## config.mk

```make
export PLATFORM = sky130hd
export DESIGN_NAME = dmsc_queue
export DESIGN_NICKNAME = d
export VERILOG_FILES = /design/src/hdl/dmsc_pkg.sv /design/src/hdl/dmsc_queue.sv
export SDC_FILE = /design/constraint.sdc
export NUM_CORES = 1
export LEC_CHECK = 0
export BUFFER_PORTS_ARGS = -buffer_cell sky130_fd_sc_hd__buf_2
export CAP_MARGIN = 20
export CORE_MARGIN = 2
export CORE_UTILIZATION = 56
export DETAILED_ROUTE_END_ITERATION = 12
export HOLD_SLACK_MARGIN = 0.1
export PLACE_DENSITY = 0.76
export SYNTH_ARGS = -nofsm -noshare
export SYNTH_HDL_FRONTEND = slang
export SYNTH_SLANG_ARGS = --single-unit
export TNS_END_PERCENT = 30
```

## constraint.sdc

```tcl
create_clock -name aclk -period 2.6 [get_ports aclk]
set_input_delay 0.26 -clock aclk [delete_from_list [all_inputs] [get_ports aclk]]
set_output_delay 0.26 -clock aclk [all_outputs]
set_load 0.01 [all_outputs]
```

## src/hdl/dmsc_pkg.sv

```systemverilog
// shared constants and types for the mhc 5x5 demosaic
// no dependencies; imported by every module of the block but dmsc_ram
`timescale 1ns / 1ps
`default_nettype none

package dmsc_pkg;

    localparam int MAX_WIDTH = 2048;
    localparam int COL_W     = $clog2(MAX_WIDTH);
    localparam int DIM_W     = 12;
    localparam int ROW_W     = 12;
    localparam int PIX_W     = 8;

    localparam int NUM_BANKS = 4;
    localparam int BANK_W    = 2;

    localparam int QDEPTH    = 4;
    localparam int QPTR_W    = $clog2(QDEPTH);
    localparam int QCNT_W    = QPTR_W + 1;

    localparam logic [DIM_W-1:0] WIDTH_RESET  = DIM_W'(424);
    localparam logic [DIM_W-1:0] HEIGHT_RESET = DIM_W'(636);
    localparam logic [DIM_W-1:0] MIN_DIM      = DIM_W'(4);

    localparam logic REG_WIDTH  = 1'b0;
    localparam logic REG_HEIGHT = 1'b1;

    // window update codes
    localparam logic [1:0] WOP_LOAD      = 2'd0;
    localparam logic [1:0] WOP_SHIFT_NEW = 2'd1;
    localparam logic [1:0] WOP_SHIFT_REP = 2'd2;

    // column source: line store bank 0..3 or the incoming sample
    localparam logic [2:0] SEL_BYPASS = 3'd4;

    typedef logic [4:0][PIX_W-1:0] column_t;

    typedef struct packed {
        logic       do_edge;
        logic       edge_slot;
        logic       do_win;
        logic [1:0] win_op;
        logic       row_odd;
        logic       col_odd;
        logic       frame_end;
    } qctrl_t;

    typedef struct packed {
        qctrl_t  ctrl;
        column_t column;
    } qentry_t;

endpackage

`default_nettype wire

```

## src/hdl/dmsc_queue.sv

```systemverilog
// short queue of column beats between front and back end
// depends on dmsc_pkg
`timescale 1ns / 1ps
`default_nettype none

module dmsc_queue import dmsc_pkg::*; (
    input  wire logic              aclk,
    input  wire logic              aresetn,
    input  wire logic              push,
    input  wire qentry_t           push_entry,
    input  wire logic              pop,
    output qentry_t                head,
    output logic [QCNT_W-1:0]      count
);

    qentry_t           mem_reg [QDEPTH];
    logic [QPTR_W-1:0] wr_ptr_reg, rd_ptr_reg;
    logic [QCNT_W-1:0] count_reg, count_next;

    assign head  = mem_reg[rd_ptr_reg];
    assign count = count_reg;

    always_comb begin
        count_next = count_reg;
        if (push && !pop) begin
            count_next = count_reg + QCNT_W'(1);
        end else if (pop && !push) begin
            count_next = count_reg - QCNT_W'(1);
        end
    end

    always_ff @(posedge aclk) begin
        if (!aresetn) begin
            wr_ptr_reg <= '0;
            rd_ptr_reg <= '0;
            count_reg  <= '0;
        end else begin
            if (push) begin
                wr_ptr_reg <= wr_ptr_reg + QPTR_W'(1);
            end
            if (pop) begin
                rd_ptr_reg <= rd_ptr_reg + QPTR_W'(1);
            end
            count_reg <= count_next;
        end
    end

    always_ff @(posedge aclk) begin
        if (push) begin
            mem_reg[wr_ptr_reg] <= push_entry;
        end
    end

endmodule

`default_nettype wire

```

==> impl_metrics.py, run 1 <==
metrics = {
    "cts": {
        "clk_pin_slew_ns": 0.06,
        "cts_root_buffer": "clkbuf_16",
        "cts_setup_buffers": 0,
        "clk-insertion-delay-late_ns": 0.46,
        "cts_buffers": 19,
        "htree_num_levels": 1,
        "cts_tree": "done",
        "cts_resized": 0,
        "cts_sinks": 201,
        "clk_path_buf_depth": 3,
    },
    "timing": {
        "fmax_ghz": 0.435,
        "worstMarginPinSlew_ns": 0.494,
        "tns_ns": 0,
        "fin_crit_ns": 2.30,
        "fin_crit_sh_pct": 88.4,
        "whs_ns": 0.181,
        "skew_ns": 0.00387,
        "rsz0062_at_grt": "no",
        "setup_ws_ns": 0.301,
        "slew_headroom_pct": 67.1,
        "finalHoldViolCount": 0,
        "finalSetupViolCount": 0,
        "slew_violations": 0,
    },
    "worst_setup_path": {
        "critPathKind": "register to primary output",
        "cp_data_required_time_ns": 2.34,
        "worstPathMaxFanout": 21,
        "crit_arrival_ns": 2.04,
        "cpMaxStageDelayCell": "dfxtp_4",
        "r2r_start": "wr_ptr_reg[0]$_SDFFE_PN0P_",
        "crit_cells": 3,
        "path_buf_inv": 2,
        "crit_chain": "buf_12 > mux4_2 > buf_2",
        "cp-start-kind": "register",
        "endpoint_kind": "primary output",
        "r2r.worst_path.cells": 4,
        "cp_top_family": "flip-flops",
        "r2r_setup_slack_ns": 0.91,
        "reg2reg_to": "mem_reg[0][3]$_DFFE_PP_",
        "critPathMaxStageDelay_ns": 0.62,
    },
    "logic_synthesis": {
        "netlist_area_um2": 7350,
        "syn-num-nets": 349,
        "syn-instance-count": 291,
        "synthDistinctLibCells": 19,
        "synth_warnings": 0,
        "ys_async_sr_fraction_pct": 0,
        "synth_flop_cell": "edfxtp_1",
        "seq_area_frac_synth_pct": 80.9,
        "synth_edf_count": 192,
        "ys_ff_latch": 201,
        "synth_area_per_cell_um2": 25.3,
    },
    "power_and_ir_drop": {
        "p_per_area_nw_per_um2": 776,
        "leakagePower_nw": 3.21,
        "ir_drop_v": 0.000430,
    },
    "layout": {
        "fillCellCount": 767,
        "mostFrequentLayoutCells": "edfxtp_1 (192), buf_2 (102), dlygate4sd3_1 (49)",
        "layout-drive-gt1-share_pct": 40.6,
        "fin_cells": 646,
        "area_growth_pct": 26.0,
        "final_common_cell": "edfxtp_1",
        "layout.nets": 520,
        "final_cell_area_um2": 9260,
        "largest_reg_flops": 192,
    },
    "placement": {
        "placedInstanceArea_um2": 8160,
        "dp_slack_ns": 0.722,
        "dp_hpwl_um": 7450,
        "routabilityCongestion": 0.662,
        "io_buffers": 102,
        "placedCellCount": 564,
    },
    "global_routing": {
        "grt_first_pass_wirelength_um": 19900,
        "grt_max_degree": 45,
        "grt_pass1_vias": 3669,
        "grt_use_met2_pct": 29.5,
        "grt_use_met1_pct": 26.3,
        "grt-busiest-layer": "met2",
        "use_met3_pct": 4.10,
        "antenna_found_initial": 1,
        "gr-total-overflow": 0,
        "grt_usage_pct": 18.4,
    },
    "routing": {
        "route.detailed.drc": 0,
        "drt_pre_antenna_iters": 5,
        "vias": 3470,
        "wl_per_cell_um": 19.5,
        "dr.first_iter.drc_count": 308,
        "post_drt_via_cell_ratio": 5.37,
        "routed_wl_um": 12600,
        "drtAntennaViolNets": 0,
    },
    "hold_path": {
        "worstHoldEndpoint": "wr_ptr_reg[1]$_SDFFE_PN0P_",
        "hold_class": "input pin to register",
        "whs_path_depth": 3,
        "min_from": "push",
    },
    "floorplan": {
        "dieWidth_um": 119,
        "initial_core_util_pct": 57.8,
        "ioPinCount": 103,
        "core_um2": 12700,
        "die_h_um": 119,
        "dieArea_um2": 14100,
        "fp-row-count": 41,
    },
    "outcome": {
        "outcome": "finished clean",
    },
    "run": {
        "drv_cap": 0,
    },
}
==> cells by family after synthesis <==
| group | Yosys count | synth area share, % |
|---|---|---|
| xor gates and xnor gates | 5 | 0.596 |
| and+or+nand+nor | 13 | 1.07 |
| AOI/OAI and AO/OA | 2 | 0.170 |
| buffers and inverters | 14 | 1.17 |
| adders and majority gates | 6 | 1.12 |
| DFF | 201 | 80.9 |
| muxes | 50 | 15.0 |
==> worst max-delay path by stage <==
stage / to / slack (ns)
global placement: head[33] / 0.72
detailed placement: head[33] / 0.72
finish: head[33] / 0.30
CTS: head[33] / 0.23
global route: head[33] / 0.15
floorplan: mem_reg[2][0]$_DFFE_PP_ / 0.50
==> cells in the mapped netlist (2+ instances only) <==
cell type	count	area, um^2
and2_1	9	56.3
buf_2	3	15.0
buf_4	2	15.0
buf_6	3	33.8
clkbuf_1	2	7.51
dfxtp_1	9	180
edfxtp_1	192	5770
ha_1	5	62.6
inv_1	4	15.0
mux2i_1	2	20.0
mux4_2	48	1080
nor2b_1	2	12.5
xnor2_1	2	17.5
xor2_1	3	26.3
==> where the power goes <==
part           internal, mW  total, mW  switching (mW)
combinational         0.382      0.736           0.354
sequential             3.72       3.78          0.0678
clock                  1.61       2.67            1.05
==> layout make-up <==
| class | instances | area [um^2] | share of cell area (%) |
|---|---|---|---|
| Antenna cell | 1 | 2.50 | 0.0270 |
| Sequential cell | 201 | 5950 | 64.3 |
| Clock inverter | 8 | 86.3 | 0.932 |
| Timing Repair Buffer | 160 | 1140 | 12.3 |
| Tap cell | 172 | 215 | 2.32 |
| Clock buffer | 24 | 524 | 5.66 |
| Multi-Input combinational cell | 76 | 1320 | 14.3 |
| Inverter | 4 | 15.0 | 0.162 |
==> tightest hold or removal path: cells and delay by family <==
kind | cells | cell delay, ns
buf+inv | 1 | 0.15
mux | 1 | 0.09
simple gates | 1 | 0.10
==> through the flow <==
step | total power, mW | util [%]
after global routing | 7.44 | 72.8
after floorplan | 4.24 | -
after CTS | 7.25 | 72.8
after detailed placement | 4.54 | 64.1
after global placement | 4.52 | 64.1
final | 7.19 | 72.8
==> per-layer routing <==
metal  part of all wire, %  up-vias
met3                   6.2       14
met1                    44     1775
met4                   1.2        0
met2                    49      113
met5                     0        -
li1                      -     1568
==> timing repair <==
action | in CTS | in global routing
hold buffers | 49 | 0
setup endpoints to repair | 0 | 0
hold endpoints to repair | 193 | 0
(Power assumes the default switching activity.)
==> inputs of run 2 (changes only) <==
--- a/config.mk
+++ b/config.mk
@@ -7,6 +7,7 @@
 export LEC_CHECK = 0
 export BUFFER_PORTS_ARGS = -buffer_cell sky130_fd_sc_hd__buf_2
 export CAP_MARGIN = 20
+export CORE_ASPECT_RATIO = 0.8
 export CORE_MARGIN = 2
 export CORE_UTILIZATION = 56
 export DETAILED_ROUTE_END_ITERATION = 12
==> run 2 against run 1 <==
Combinational power increased by 2%. Largest power group unchanged. Final cell count is 1.9% higher. Die area about the same.
==> impl_metrics.py, run 2 (synthesis results as in run 1) <==
metrics = {
    "outcome": {
        "outcome": "finished clean",
    },
    "placement": {
        "placedCellCount": 573,
        "placedInstanceArea_um2": 8190,
        "dp_hpwl_um": 7990,
        "io_buffers": 102,
        "routabilityCongestion": 0.710,
    },
    "cts": {
        "htree_num_levels": 1,
        "cts_buffers": 20,
        "cts_root_buffer": "clkbuf_16",
        "clk_pin_slew_ns": 0.06,
        "cts_sinks": 201,
        "cts_tree": "done",
        "clk-insertion-delay-late_ns": 0.49,
        "cts_setup_buffers": 0,
        "clk_path_buf_depth": 3,
        "cts_resized": 0,
    },
    "layout": {
        "final_cell_area_um2": 9300,
        "final_common_cell": "edfxtp_1",
        "layout-drive-gt1-share_pct": 41.0,
        "fin_cells": 658,
        "area_growth_pct": 26.6,
        "antenna_cells": 0,
        "layout.nets": 527,
        "fillCellCount": 776,
        "largest_reg_flops": 192,
        "mostFrequentLayoutCells": "edfxtp_1 (192), buf_2 (102), dlygate4sd3_1 (49)",
    },
    "timing": {
        "fmax_ghz": 0.431,
        "slew_headroom_pct": 57.8,
        "finalSetupViolCount": 0,
        "slew_violations": 0,
        "finalHoldViolCount": 0,
        "fin_crit_ns": 2.32,
        "worstMarginPinSlew_ns": 0.633,
        "skew_ns": 0.0184,
        "fin_crit_sh_pct": 89.2,
        "rsz0062_at_grt": "no",
        "tns_ns": 0,
    },
    "routing": {
        "wl_per_cell_um": 20.4,
        "post_drt_via_cell_ratio": 5.35,
        "drtAntennaViolNets": 0,
        "route.detailed.drc": 0,
        "routed_wl_um": 13400,
        "vias": 3523,
        "drt_pre_antenna_iters": 4,
        "dr.first_iter.drc_count": 233,
    },
    "run": {
        "drv_cap": 0,
    },
    "floorplan": {
        "initial_core_util_pct": 57.3,
        "dieArea_um2": 14100,
        "fp-row-count": 37,
        "core_um2": 12800,
        "ioPinCount": 103,
        "dieWidth_um": 132,
        "die_h_um": 106,
    },
    "worst_setup_path": {
        "crit_arrival_ns": 2.06,
        "cp-start-kind": "register",
        "cp_data_required_time_ns": 2.34,
        "r2r_start": "wr_ptr_reg[0]$_SDFFE_PN0P_",
        "endpoint_kind": "primary output",
        "critPathKind": "register to primary output",
        "worstPathMaxFanout": 19,
    },
    "power_and_ir_drop": {
        "p_per_area_nw_per_um2": 776,
        "leakagePower_nw": 3.23,
        "ir_drop_v": 0.000552,
        "finalPower_mw": 7.22,
    },
    "global_routing": {
        "grt_pass1_vias": 3875,
        "gr-total-overflow": 0,
        "grt_first_pass_wirelength_um": 21000,
        "antenna_found_initial": 0,
        "grt_max_degree": 25,
        "grt_usage_pct": 19.8,
    },
    "hold_path": {
        "hold_class": "input pin to register",
        "min_from": "push",
    },
}
run 2: changes by cell type in the layout (fill, tap and decap cells not counted), sizes merged:
cell / delta
clkbuf: +1
buf: +6
clkinvlp: +2
diode: -1
bufinv: -1
clkinv: +2
run 2: stage by stage:
| step | worst slack [ns] | utilization [%] | hold slack, ns |
|---|---|---|---|
| 2_1_floorplan | 0.502 | - | 0.359 |
| 3_3_place_gp | 0.756 | 63.9 | 0.469 |
| 3_5_place_dp | 0.727 | 63.9 | 0.477 |
| 4_1_cts | 0.222 | 72.6 | 0.142 |
| 5_1_grt | 0.160 | 72.6 | 0.161 |
| 6_report | 0.280 | 72.6 | 0.153 |
run 2: path summary, 6_finish.rpt:
| check | end | slack (ns) | depth (start not counted) |
|---|---|---|---|
| worst min register to register | count[2]$_SDFFE_PN0P_ | 0.50 | 2 |
| worst max register to register | mem_reg[2][22]$_DFFE_PP_ | 0.83 | 4 |
| worst max-delay path | head[34] | 0.28 | 3 |
| worst min-delay path | wr_ptr_reg[1]$_SDFFE_PN0P_ | 0.15 | 3 |
run 2: cell type report:
type                    count  area [um^2]  area share (%)
clock inverters            11         78.8           0.847
flip-flops and latches    201         5950            64.0
inverters                   4         15.0           0.161
multi-input cells          76         1320            14.2
repair buffers            166         1180            12.6
well taps                 175          219            2.35
clock buffers              25          541            5.81
run 2: timing repair:
item	4_1_cts	5_1_grt
endpoints found under the setup margin	0	0
hold buffers	49	0
endpoints found under the hold margin	198	0
run 2: worst max-delay path, stage by stage, from the launching register on:
cell     delay, ns
dfxtp_4       0.60
buf_4         0.29
mux4_2        0.54
buf_2         0.16
run 2: metal layers:
layer	wire [um]	track usage, %
met5	0	0
met4	195	4.19
met3	907	5.01
met2	6750	34.1
met1	5570	26.0
run 2: power breakdown:
group	internal (mW)	total (mW)	switching, mW
clock	1.57	2.69	1.12
sequential	3.72	3.78	0.0649
combinational	0.387	0.749	0.363
