File: src/hdl/dmsc_pkg.sv
// shared constants and types for the mhc 5x5 demosaic
// no dependencies; imported by every module of the block but dmsc_ram
`timescale 1ns / 1ps
`default_nettype none

package dmsc_pkg;

    localparam int MAX_WIDTH = 2048;
    localparam int COL_W     = $clog2(MAX_WIDTH);
    localparam int DIM_W     = 12;
    localparam int ROW_W     = 12;
    localparam int PIX_W     = 8;

    localparam int NUM_BANKS = 4;
    localparam int BANK_W    = 2;

    localparam int QDEPTH    = 4;
    localparam int QPTR_W    = $clog2(QDEPTH);
    localparam int QCNT_W    = QPTR_W + 1;

    localparam logic [DIM_W-1:0] WIDTH_RESET  = DIM_W'(424);
    localparam logic [DIM_W-1:0] HEIGHT_RESET = DIM_W'(636);
    localparam logic [DIM_W-1:0] MIN_DIM      = DIM_W'(4);

    localparam logic REG_WIDTH  = 1'b0;
    localparam logic REG_HEIGHT = 1'b1;

    // window update codes
    localparam logic [1:0] WOP_LOAD      = 2'd0;
    localparam logic [1:0] WOP_SHIFT_NEW = 2'd1;
    localparam logic [1:0] WOP_SHIFT_REP = 2'd2;

    // column source: line store bank 0..3 or the incoming sample
    localparam logic [2:0] SEL_BYPASS = 3'd4;

    typedef logic [4:0][PIX_W-1:0] column_t;

    typedef struct packed {
        logic       do_edge;
        logic       edge_slot;
        logic       do_win;
        logic [1:0] win_op;
        logic       row_odd;
        logic       col_odd;
        logic       frame_end;
    } qctrl_t;

    typedef struct packed {
        qctrl_t  ctrl;
        column_t column;
    } qentry_t;

endpackage

`default_nettype wire

File: src/hdl/dmsc_back.sv
// back end: edge columns, 5x5 window, mhc filters and output register
// depends on dmsc_pkg
`timescale 1ns / 1ps
`default_nettype none

module dmsc_back import dmsc_pkg::*; (
    input  wire logic              aclk,
    input  wire logic              aresetn,
    input  wire qentry_t           head,
    input  wire logic              q_nonempty,
    output logic                   pop,
    output logic                   m_tvalid,
    input  wire logic              m_tready,
    output logic [3*PIX_W-1:0]     m_tdata,
    output logic                   m_tlast
);

    column_t                  win_reg  [5];
    column_t                  win_next [5];
    column_t                  edge_reg [2];
    logic                     m_tvalid_reg;
    logic [3*PIX_W-1:0]       m_tdata_reg, m_tdata_next;
    logic                     m_tlast_reg;
    logic signed [14:0]       cc, hn, vn, hf, vf, diag, plus, far, gf, df, hz, vt;
    logic [PIX_W-1:0]         r_v, g_v, b_v, cc_u;

    function automatic logic signed [14:0] ext(input logic [PIX_W-1:0] v);
        return $signed({7'b0, v});
    endfunction

    function automatic logic [PIX_W-1:0] finish(input logic signed [14:0] s);
        logic signed [14:0] t;
        t = s >>> 4;
        if (s < 0) begin
            return '0;
        end else if (t > 15'sd255) begin
            return 8'd255;
        end
        return t[PIX_W-1:0];
    endfunction

    assign pop      = q_nonempty && (!m_tvalid_reg || m_tready);
    assign m_tvalid = m_tvalid_reg;
    assign m_tdata  = m_tdata_reg;
    assign m_tlast  = m_tlast_reg;

    always_comb begin
        case (head.ctrl.win_op)
            WOP_LOAD: begin
                win_next[0] = edge_reg[0];
                win_next[1] = edge_reg[1];
                win_next[2] = edge_reg[0];
                win_next[3] = edge_reg[1];
                win_next[4] = head.column;
            end
            WOP_SHIFT_NEW: begin
                win_next[0] = win_reg[1];
                win_next[1] = win_reg[2];
                win_next[2] = win_reg[3];
                win_next[3] = win_reg[4];
                win_next[4] = head.column;
            end
            default: begin
                win_next[0] = win_reg[1];
                win_next[1] = win_reg[2];
                win_next[2] = win_reg[3];
                win_next[3] = win_reg[4];
                win_next[4] = win_reg[3];
            end
        endcase

        cc_u = win_next[2][2];
        cc   = ext(cc_u);
        hn   = ext(win_next[1][2]) + ext(win_next[3][2]);
        vn   = ext(win_next[2][1]) + ext(win_next[2][3]);
        hf   = ext(win_next[0][2]) + ext(win_next[4][2]);
        vf   = ext(win_next[2][0]) + ext(win_next[2][4]);
        diag = ext(win_next[1][1]) + ext(win_next[3][1]) +
               ext(win_next[1][3]) + ext(win_next[3][3]);
        plus = hn + vn;
        far  = hf + vf;
        gf   = (plus <<< 2) - (far <<< 1) + (cc <<< 3);
        df   = (diag <<< 2) - (far + (far <<< 1)) + ((cc <<< 3) + (cc <<< 2));
        hz   = (hn <<< 3) - (hf <<< 1) - (diag <<< 1) + vf + ((cc <<< 3) + (cc <<< 1));
        vt   = (vn <<< 3) - (vf <<< 1) - (diag <<< 1) + hf + ((cc <<< 3) + (cc <<< 1));

        case ({head.ctrl.row_odd, head.ctrl.col_odd})
            2'b00: begin
                r_v = cc_u;
                g_v = finish(gf);
                b_v = finish(df);
            end
            2'b01: begin
                r_v = finish(hz);
                g_v = cc_u;
                b_v = finish(vt);
            end
            2'b10: begin
                r_v = finish(vt);
                g_v = cc_u;
                b_v = finish(hz);
            end
            default: begin
                r_v = finish(df);
                g_v = finish(gf);
                b_v = cc_u;
            end
        endcase
        m_tdata_next = {b_v, g_v, r_v};
    end

    always_ff @(posedge aclk) begin
        if (!aresetn) begin
            m_tvalid_reg <= 1'b0;
        end else if (pop && head.ctrl.do_win) begin
            m_tvalid_reg <= 1'b1;
        end else if (m_tready) begin
            m_tvalid_reg <= 1'b0;
        end
    end

    always_ff @(posedge aclk) begin
        if (pop && head.ctrl.do_edge) begin
            edge_reg[head.ctrl.edge_slot] <= head.column;
        end
        if (pop && head.ctrl.do_win) begin
            for (int i = 0; i < 5; i++) begin
                win_reg[i] <= win_next[i];
            end
            m_tdata_reg <= m_tdata_next;
            m_tlast_reg <= head.ctrl.frame_end;
        end
    end

endmodule

`default_nettype wire

File: config.mk
export PLATFORM = sky130hd
export DESIGN_NAME = dmsc_back
export DESIGN_NICKNAME = d
export VERILOG_FILES = /design/src/hdl/dmsc_pkg.sv /design/src/hdl/dmsc_back.sv
export SDC_FILE = /design/constraint.sdc
export NUM_CORES = 1
export LEC_CHECK = 0
export BUFFER_PORTS_ARGS = -buffer_cell sky130_fd_sc_hd__buf_2
export CORE_MARGIN = 10
export CORE_UTILIZATION = 42
export CTS_BUF_LIST = sky130_fd_sc_hd__clkbuf_2 sky130_fd_sc_hd__clkbuf_4 sky130_fd_sc_hd__clkbuf_8
export DETAILED_ROUTE_END_ITERATION = 8
export PLACE_DENSITY = 0.68
export SETUP_SLACK_MARGIN = 0.1
export SLEW_MARGIN = 0
export SYNTH_ARGS = -nofsm -noshare
export SYNTH_HDL_FRONTEND = slang
export SYNTH_SLANG_ARGS = --single-unit
File: constraint.sdc
create_clock -name aclk -period 17.9 [get_ports aclk]
set_clock_uncertainty 0.05 [all_clocks]
set_input_delay 0.895 -clock aclk [delete_from_list [all_inputs] [get_ports aclk]]
set_output_delay 0.895 -clock aclk [all_outputs]
set_load 0.02 [all_outputs]
==> metrics.txt, run 1 <==
# TYPE chip_impl_metric gauge
chip_impl_info{name="status",value="finished, final reports clean"} 1
chip_impl_metric{name="wl_per_cell",unit="µm"} 18.0
chip_impl_metric{name="worst_path_largest_cell_delay",unit="ns"} 0.65
chip_impl_metric{name="worst-r2r-setup-slack",unit="ns"} 9.85
chip_impl_metric{name="finalWorstPathRequiredPeriod",unit="ns"} 9.51
chip_impl_metric{name="fill_cells",unit=""} 3564
chip_impl_info{name="worstSetupPathType",value="primary input to flop"} 1
chip_impl_metric{name="grt_first_pass_wirelength",unit="mm"} 63.0
chip_impl_metric{name="crit_path_max_fanout",unit=""} 56
chip_impl_metric{name="start_util",unit=""} 0.428
chip_impl_metric{name="post-cts-setup-buffers",unit=""} 0
chip_impl_metric{name="track_usage",unit=""} 0.169
chip_impl_metric{name="largest_reg_flops",unit=""} 112
chip_impl_metric{name="finalNetCount",unit=""} 1960
chip_impl_metric{name="maxCapViolCount",unit=""} 0
chip_impl_info{name="min_path_type",value="primary input to flop"} 1
chip_impl_metric{name="ys_warn_count",unit=""} 0
chip_impl_metric{name="synth_area_per_cell",unit="µm²"} 10.2
chip_impl_metric{name="postCtsHoldBufs",unit=""} 0
chip_impl_metric{name="number_of_instances_in_the_synthesized_netlist",unit=""} 1587
chip_impl_metric{name="detail_route.first_pass.iterations",unit=""} 5
chip_impl_metric{name="grt_start_max_net_pins",unit=""} 85
chip_impl_metric{name="min_period_over_period",unit=""} 0.531
chip_impl_metric{name="cts.sinks",unit=""} 218
chip_impl_metric{name="cts_repair_resize_count",unit=""} 0
chip_impl_metric{name="dr.first_iter.drc_count",unit=""} 691
chip_impl_info{name="yosys_most_used_dff",value="sky130_fd_sc_hd__edfxtp_1"} 1
chip_impl_metric{name="max-clock-path-buffers",unit=""} 3
chip_impl_metric{name="clock_tree.htree_level_count",unit=""} 2
chip_impl_metric{name="synth_area",unit="µm²"} 16200
chip_impl_metric{name="worst_hold_slack",unit="ns"} 0.435
chip_impl_metric{name="clk_pin_slew_worst_paths",unit="ns"} 0.06
chip_impl_metric{name="number_of_synthesized_flops_with_an_enable_pin",unit=""} 217
chip_impl_info{name="cp-start-kind",value="primary input"} 1
chip_impl_metric{name="die_h",unit="µm"} 216
chip_impl_metric{name="slew-limit-headroom",unit=""} 0.268
chip_impl_metric{name="final_antenna_net_count",unit=""} 0
chip_impl_metric{name="detailed_route_via_count",unit=""} 11700
chip_impl_metric{name="clock_latency",unit="ns"} 0.59
chip_impl_metric{name="dp_cells",unit=""} 2155
chip_impl_metric{name="critical_path.n_buffers_inverters",unit=""} 6
chip_impl_info{name="ctsRootBufferMaster",value="sky130_fd_sc_hd__clkbuf_8"} 1
chip_impl_metric{name="fp.coreArea",unit="µm²"} 37800
chip_impl_metric{name="critPathRequiredTime",unit="ns"} 18.18
chip_impl_metric{name="globalRouteOverflowTotal",unit=""} 0
chip_impl_metric{name="initial_antenna_violation_count",unit=""} 1
chip_impl_metric{name="syn2layout_area_growth",unit="%"} 11.4
chip_impl_metric{name="synthDistinctLibCells",unit=""} 68
chip_impl_metric{name="antennaDiodeCount",unit=""} 0
chip_impl_metric{name="final-setup-viol-count",unit=""} 0
chip_impl_metric{name="cts_buffers",unit=""} 40
chip_impl_metric{name="floorplan.io_pins",unit=""} 79
chip_impl_metric{name="worstMarginPinSlew",unit="ns"} 1.10
chip_impl_metric{name="drcViolationCount",unit=""} 0
chip_impl_info{name="cts_tree",value="done"} 1
chip_impl_metric{name="dp_hpwl",unit="mm"} 30.4
chip_impl_info{name="grt_setup_unrepaired",value="false"} 1
chip_impl_metric{name="critical_path_arrival",unit="ns"} 9.79
chip_impl_metric{name="first_global_vias",unit=""} 11700
chip_impl_metric{name="number_of_core_rows",unit=""} 71
chip_impl_metric{name="chipWidth",unit="µm"} 216
chip_impl_metric{name="ys_seq_elements",unit=""} 218
chip_impl_metric{name="hold_violations",unit=""} 0
chip_impl_metric{name="final_layout_size_suffix_gt1_frac",unit=""} 0.124
chip_impl_metric{name="die_area",unit="µm²"} 46800
chip_impl_metric{name="timing_max_transition_violations_final",unit=""} 0
chip_impl_metric{name="max_freq",unit="MHz"} 105
chip_impl_metric{name="final_cell_count_no_fill",unit=""} 2227
chip_impl_metric{name="wl",unit="mm"} 40.2
chip_impl_info{name="crit_path_top_delay_cell",value="sky130_fd_sc_hd__or2_4"} 1
chip_impl_info{name="worst_setup_path_end_kind",value="flop"} 1
chip_impl_metric{name="synth_async_sr_flop_share",unit=""} 0
chip_impl_metric{name="gpl.final_weighted_congestion",unit=""} 0.892
chip_impl_info{name="crit_family",value="adder cells"} 1
chip_impl_metric{name="detail_route.vias_per_cell",unit=""} 5.25
chip_impl_metric{name="portBuffers",unit=""} 78
chip_impl_metric{name="postSynthNetCount",unit=""} 1861
chip_impl_metric{name="final.setup.tns",unit="ns"} 0
chip_impl_metric{name="fin_util",unit=""} 0.477
chip_impl_metric{name="sequential_share_of_the_synthesized_area",unit=""} 0.404
[layout make-up]
class	instances	area, µm²	area share
multi-input combinational	1169	8920	0.495
clock buffer	48	611	0.0339
tap	511	639	0.0355
timing repair buffer	88	465	0.0258
sequential	218	6540	0.362
clock inverter	24	224	0.0124
inverter	169	639	0.0355
[cells in the mapped netlist, types with 10 or more instances]
| library cell | number | share of area |
|---|---|---|
| sky130_fd_sc_hd__nor2_1 | 71 | 0.016 |
| sky130_fd_sc_hd__a21o_1 | 27 | 0.013 |
| sky130_fd_sc_hd__fa_1 | 64 | 0.079 |
| sky130_fd_sc_hd__nor2b_1 | 13 | 0.0050 |
| sky130_fd_sc_hd__o21ai_0 | 79 | 0.024 |
| sky130_fd_sc_hd__a21oi_1 | 91 | 0.028 |
| sky130_fd_sc_hd__mux2_2 | 40 | 0.028 |
| sky130_fd_sc_hd__nand2b_1 | 21 | 0.0081 |
| sky130_fd_sc_hd__nand2_1 | 291 | 0.067 |
| sky130_fd_sc_hd__clkbuf_1 | 29 | 0.0067 |
| sky130_fd_sc_hd__o21bai_1 | 24 | 0.011 |
| sky130_fd_sc_hd__o21a_1 | 22 | 0.010 |
| sky130_fd_sc_hd__and2_1 | 10 | 0.0039 |
| sky130_fd_sc_hd__edfxtp_1 | 217 | 0.40 |
| sky130_fd_sc_hd__inv_1 | 167 | 0.039 |
| sky130_fd_sc_hd__xnor2_1 | 89 | 0.048 |
| sky130_fd_sc_hd__nor3_1 | 15 | 0.0046 |
| sky130_fd_sc_hd__xor2_1 | 29 | 0.016 |
| sky130_fd_sc_hd__ha_1 | 158 | 0.12 |
[cells by family (layout without fill, tap and decap cells)]
kind of cell    count (synthesis)  in the layout  share of synthesized area
flops                         218            218                      0.404
buf+inv                       200            329                     0.0464
xor+xnor                      119            119                     0.0648
mux                            42             42                     0.0291
simple gates                  456            456                      0.120
compound gates                326            326                      0.132
fa+ha+maj                     226            226                      0.204
[placed cells by master, fill, tap and decap left out, types with 7 or more instances in the layout]
cell and n:
sky130_fd_sc_hd__edfxtp_1 217, sky130_fd_sc_hd__a21o_1 27, sky130_fd_sc_hd__nand2_1 291, sky130_fd_sc_hd__nor2b_1 13, sky130_fd_sc_hd__buf_4 10, sky130_fd_sc_hd__clkbuf_4 8, sky130_fd_sc_hd__nor2_1 69, sky130_fd_sc_hd__o21bai_1 24
sky130_fd_sc_hd__and2_1 10, sky130_fd_sc_hd__o31a_1 7, sky130_fd_sc_hd__nor3_1 15, sky130_fd_sc_hd__o21ai_0 79, sky130_fd_sc_hd__nand2b_1 21, sky130_fd_sc_hd__a21oi_1 91, sky130_fd_sc_hd__o21a_1 22, sky130_fd_sc_hd__buf_2 78
sky130_fd_sc_hd__a22oi_1 9, sky130_fd_sc_hd__fa_1 64, sky130_fd_sc_hd__xnor2_1 89, sky130_fd_sc_hd__inv_1 166, sky130_fd_sc_hd__a211oi_1 9, sky130_fd_sc_hd__clkbuf_8 40, sky130_fd_sc_hd__ha_1 158, sky130_fd_sc_hd__nand3b_1 7
sky130_fd_sc_hd__clkinv_1 16, sky130_fd_sc_hd__xor2_1 29, sky130_fd_sc_hd__mux2_2 40
[per-layer routing]
metal,GRT usage,share of wire
met5,0,0.00032
met4,0.0426,0.019
met3,0.0383,0.060
met2,0.276,0.47
met1,0.223,0.45
[worst paths after layout]
path	from	end	cells after the start
worst min register to register	m_tvalid	m_tvalid	2
worst min-delay path	head[40]	m_tlast	1
worst max-delay path	head[44]	m_tdata[17]	32
worst max register to register	edge_reg[0][16]	m_tdata[17]	28
[metrics by stage]
step / setup WS [ns] / cell area [µm²]
final: 8.39 / 18000
after global routing: 7.78 / 18000
after CTS: 8.43 / 18000
after detailed placement: 7.81 / 17200
after global placement: 7.96 / 17200
after floorplan: 9.10 / 16200
Power of run 1 is left out: the tool's default activity adds up to more than one toggle a clock period on the data nets, which glitch-free logic cannot reach.
==> run 2: changes to the inputs <==
==> constraint.sdc (replaced) <==
create_clock -name aclk -period 8.8 [get_ports aclk]
set_clock_uncertainty 0.05 [all_clocks]
set_input_delay 0.44 -clock aclk [delete_from_list [all_inputs] [get_ports aclk]]
set_output_delay 0.44 -clock aclk [all_outputs]
set_load 0.02 [all_outputs]
==> metrics.txt, run 2 (synthesized netlist as in run 1, its figures left out) <==
# TYPE chip_impl_metric gauge
chip_impl_metric{name="clock_latency",unit="ns"} 0.59
chip_impl_metric{name="gpl.final_weighted_congestion",unit=""} 0.905
chip_impl_metric{name="fp.coreArea",unit="µm²"} 37800
chip_impl_metric{name="wl_per_cell",unit="µm"} 18.0
chip_impl_metric{name="final_cell_count_no_fill",unit=""} 2261
chip_impl_metric{name="drcViolationCount",unit=""} 0
chip_impl_metric{name="worst-r2r-setup-slack",unit="ns"} 0.96
chip_impl_metric{name="worst_path_largest_cell_delay",unit="ns"} 0.57
chip_impl_metric{name="dr.first_iter.drc_count",unit=""} 736
chip_impl_metric{name="floorplan.io_pins",unit=""} 79
chip_impl_metric{name="fill_cells",unit=""} 3503
chip_impl_metric{name="globalRouteOverflowTotal",unit=""} 0
chip_impl_metric{name="max-clock-path-buffers",unit=""} 3
chip_impl_metric{name="critPathRequiredTime",unit="ns"} 9.09
chip_impl_metric{name="hold_violations",unit=""} 0
chip_impl_metric{name="grt_first_pass_wirelength",unit="mm"} 63.1
chip_impl_info{name="layout_commonest_cell",value="sky130_fd_sc_hd__nand2_1"} 1
chip_impl_metric{name="finalNetCount",unit=""} 1998
chip_impl_metric{name="cts_buffers",unit=""} 39
chip_impl_metric{name="detailed_route_via_count",unit=""} 11800
chip_impl_metric{name="clk_pin_slew_worst_paths",unit="ns"} 0.06
chip_impl_metric{name="number_of_core_rows",unit=""} 71
chip_impl_metric{name="maxCapViolCount",unit=""} 0
chip_impl_metric{name="final.setup.tns",unit="ns"} 0
chip_impl_metric{name="first_global_vias",unit=""} 11700
chip_impl_metric{name="min_period_over_period",unit=""} 0.890
chip_impl_metric{name="detail_route.first_pass.iterations",unit=""} 7
chip_impl_metric{name="grt_start_max_net_pins",unit=""} 78
chip_impl_metric{name="syn2layout_area_growth",unit="%"} 13.2
chip_impl_metric{name="post_route_cell_area",unit="µm²"} 18300
chip_impl_metric{name="die_area",unit="µm²"} 46800
chip_impl_metric{name="cts.sinks",unit=""} 218
chip_impl_info{name="worstSetupPathType",value="flop to flop"} 1
chip_impl_metric{name="detail_route.vias_per_cell",unit=""} 5.21
chip_impl_metric{name="final_layout_size_suffix_gt1_frac",unit=""} 0.128
chip_impl_metric{name="portBuffers",unit=""} 78
chip_impl_metric{name="worst_hold_slack",unit="ns"} 0.0459
chip_impl_metric{name="place_area",unit="µm²"} 17300
chip_impl_info{name="layout_common_cells",value="sky130_fd_sc_hd__nand2_1, sky130_fd_sc_hd__edfxtp_1, sky130_fd_sc_hd__inv_1"} 1
chip_impl_metric{name="max_freq",unit="MHz"} 128
chip_impl_metric{name="slew-limit-headroom",unit=""} 0.400
chip_impl_metric{name="track_usage",unit=""} 0.170
chip_impl_info{name="ctsRootBufferMaster",value="sky130_fd_sc_hd__clkbuf_8"} 1
chip_impl_metric{name="wl",unit="mm"} 40.7
chip_impl_info{name="cts_tree",value="done"} 1
chip_impl_info{name="crit_path_top_delay_cell",value="sky130_fd_sc_hd__fa_1"} 1
chip_impl_info{name="worst_setup_path_end_kind",value="flop"} 1
chip_impl_metric{name="initial_antenna_violation_count",unit=""} 2
chip_impl_metric{name="clock_tree.htree_level_count",unit=""} 2
chip_impl_metric{name="timing_max_transition_violations_final",unit=""} 0
chip_impl_metric{name="crit_path_max_fanout",unit=""} 8
chip_impl_metric{name="post-cts-setup-buffers",unit=""} 0
chip_impl_metric{name="finalWorstPathRequiredPeriod",unit="ns"} 7.84
chip_impl_info{name="cp-start-kind",value="flop"} 1
chip_impl_info{name="min_path_type",value="primary input to flop"} 1
chip_impl_metric{name="worstMarginPinSlew",unit="ns"} 0.893
chip_impl_info{name="grt_setup_unrepaired",value="false"} 1
chip_impl_info{name="status",value="finished, final reports clean"} 1
chip_impl_metric{name="critical_path_arrival",unit="ns"} 8.13
chip_impl_metric{name="dp_cells",unit=""} 2166
chip_impl_metric{name="dp_hpwl",unit="mm"} 31.1
chip_impl_metric{name="final_antenna_net_count",unit=""} 0
chip_impl_metric{name="start_util",unit=""} 0.428
chip_impl_metric{name="final-setup-viol-count",unit=""} 0
chip_impl_metric{name="largest_reg_flops",unit=""} 112
chip_impl_metric{name="chipWidth",unit="µm"} 216
chip_impl_metric{name="die_h",unit="µm"} 216
[run 2: stage by stage]
step / utilization / worst slack, ns
after floorplan: - / 0.456
after global placement: 0.457 / 0.659
after detailed placement: 0.457 / 0.495
after CTS: 0.484 / 1.04
after global routing: 0.484 / 0.587
final: 0.484 / 0.964
[run 2: routing by layer]
layer | global-route usage | vias to the layer above | routed length (µm)
met2 | 0.283 | 287 | 19300
met4 | 0.0524 | 2 | 965
met1 | 0.219 | 5650 | 18200
li1 | - | 5783 | -
met3 | 0.0323 | 60 | 2140
met5 | 0 | - | 12
[run 2: cell type report]
| type | count | area, µm² | share of cell area |
|---|---|---|---|
| Multi-Input combinational cell | 1169 | 8920 | 0.487 |
| Sequential cell | 218 | 6540 | 0.357 |
| Clock buffer | 51 | 627 | 0.0342 |
| Inverter | 169 | 639 | 0.0349 |
| Clock inverter | 15 | 134 | 0.00731 |
| Antenna cell | 1 | 2.50 | 0.000137 |
| Tap cell | 511 | 639 | 0.0349 |
| Timing Repair Buffer | 127 | 828 | 0.0452 |
[run 2: repair_timing]
item	4_1_cts	5_1_grt
endpoints found under the hold margin	51	0
resized for setup	0	0
hold buffers	28	0
[run 2: worst paths after layout]
check | cells past startpoint | startpoint | endpoint
min reg2reg | 2 | edge_reg[1][0] | win_reg[0][120]
min | 1 | head[11] | edge_reg[0][11]
max | 28 | edge_reg[0][16] | m_tdata[17]
max reg2reg | 28 | edge_reg[0][16] | m_tdata[17]
[run 2: worst max-delay path, delay by kind of cell, from the launching register on]
kind	cells	cell delay, ns
adder cells (fa/ha/maj)	7	2.53
AO/OA/AOI/OAI	11	2.52
AND/OR/NAND/NOR	4	1.12
XOR/XNOR	2	0.52
flip-flops	1	0.33
multiplexers	1	0.28
buffers and inverters	3	0.25
Power of run 2 is left out for the same reason.
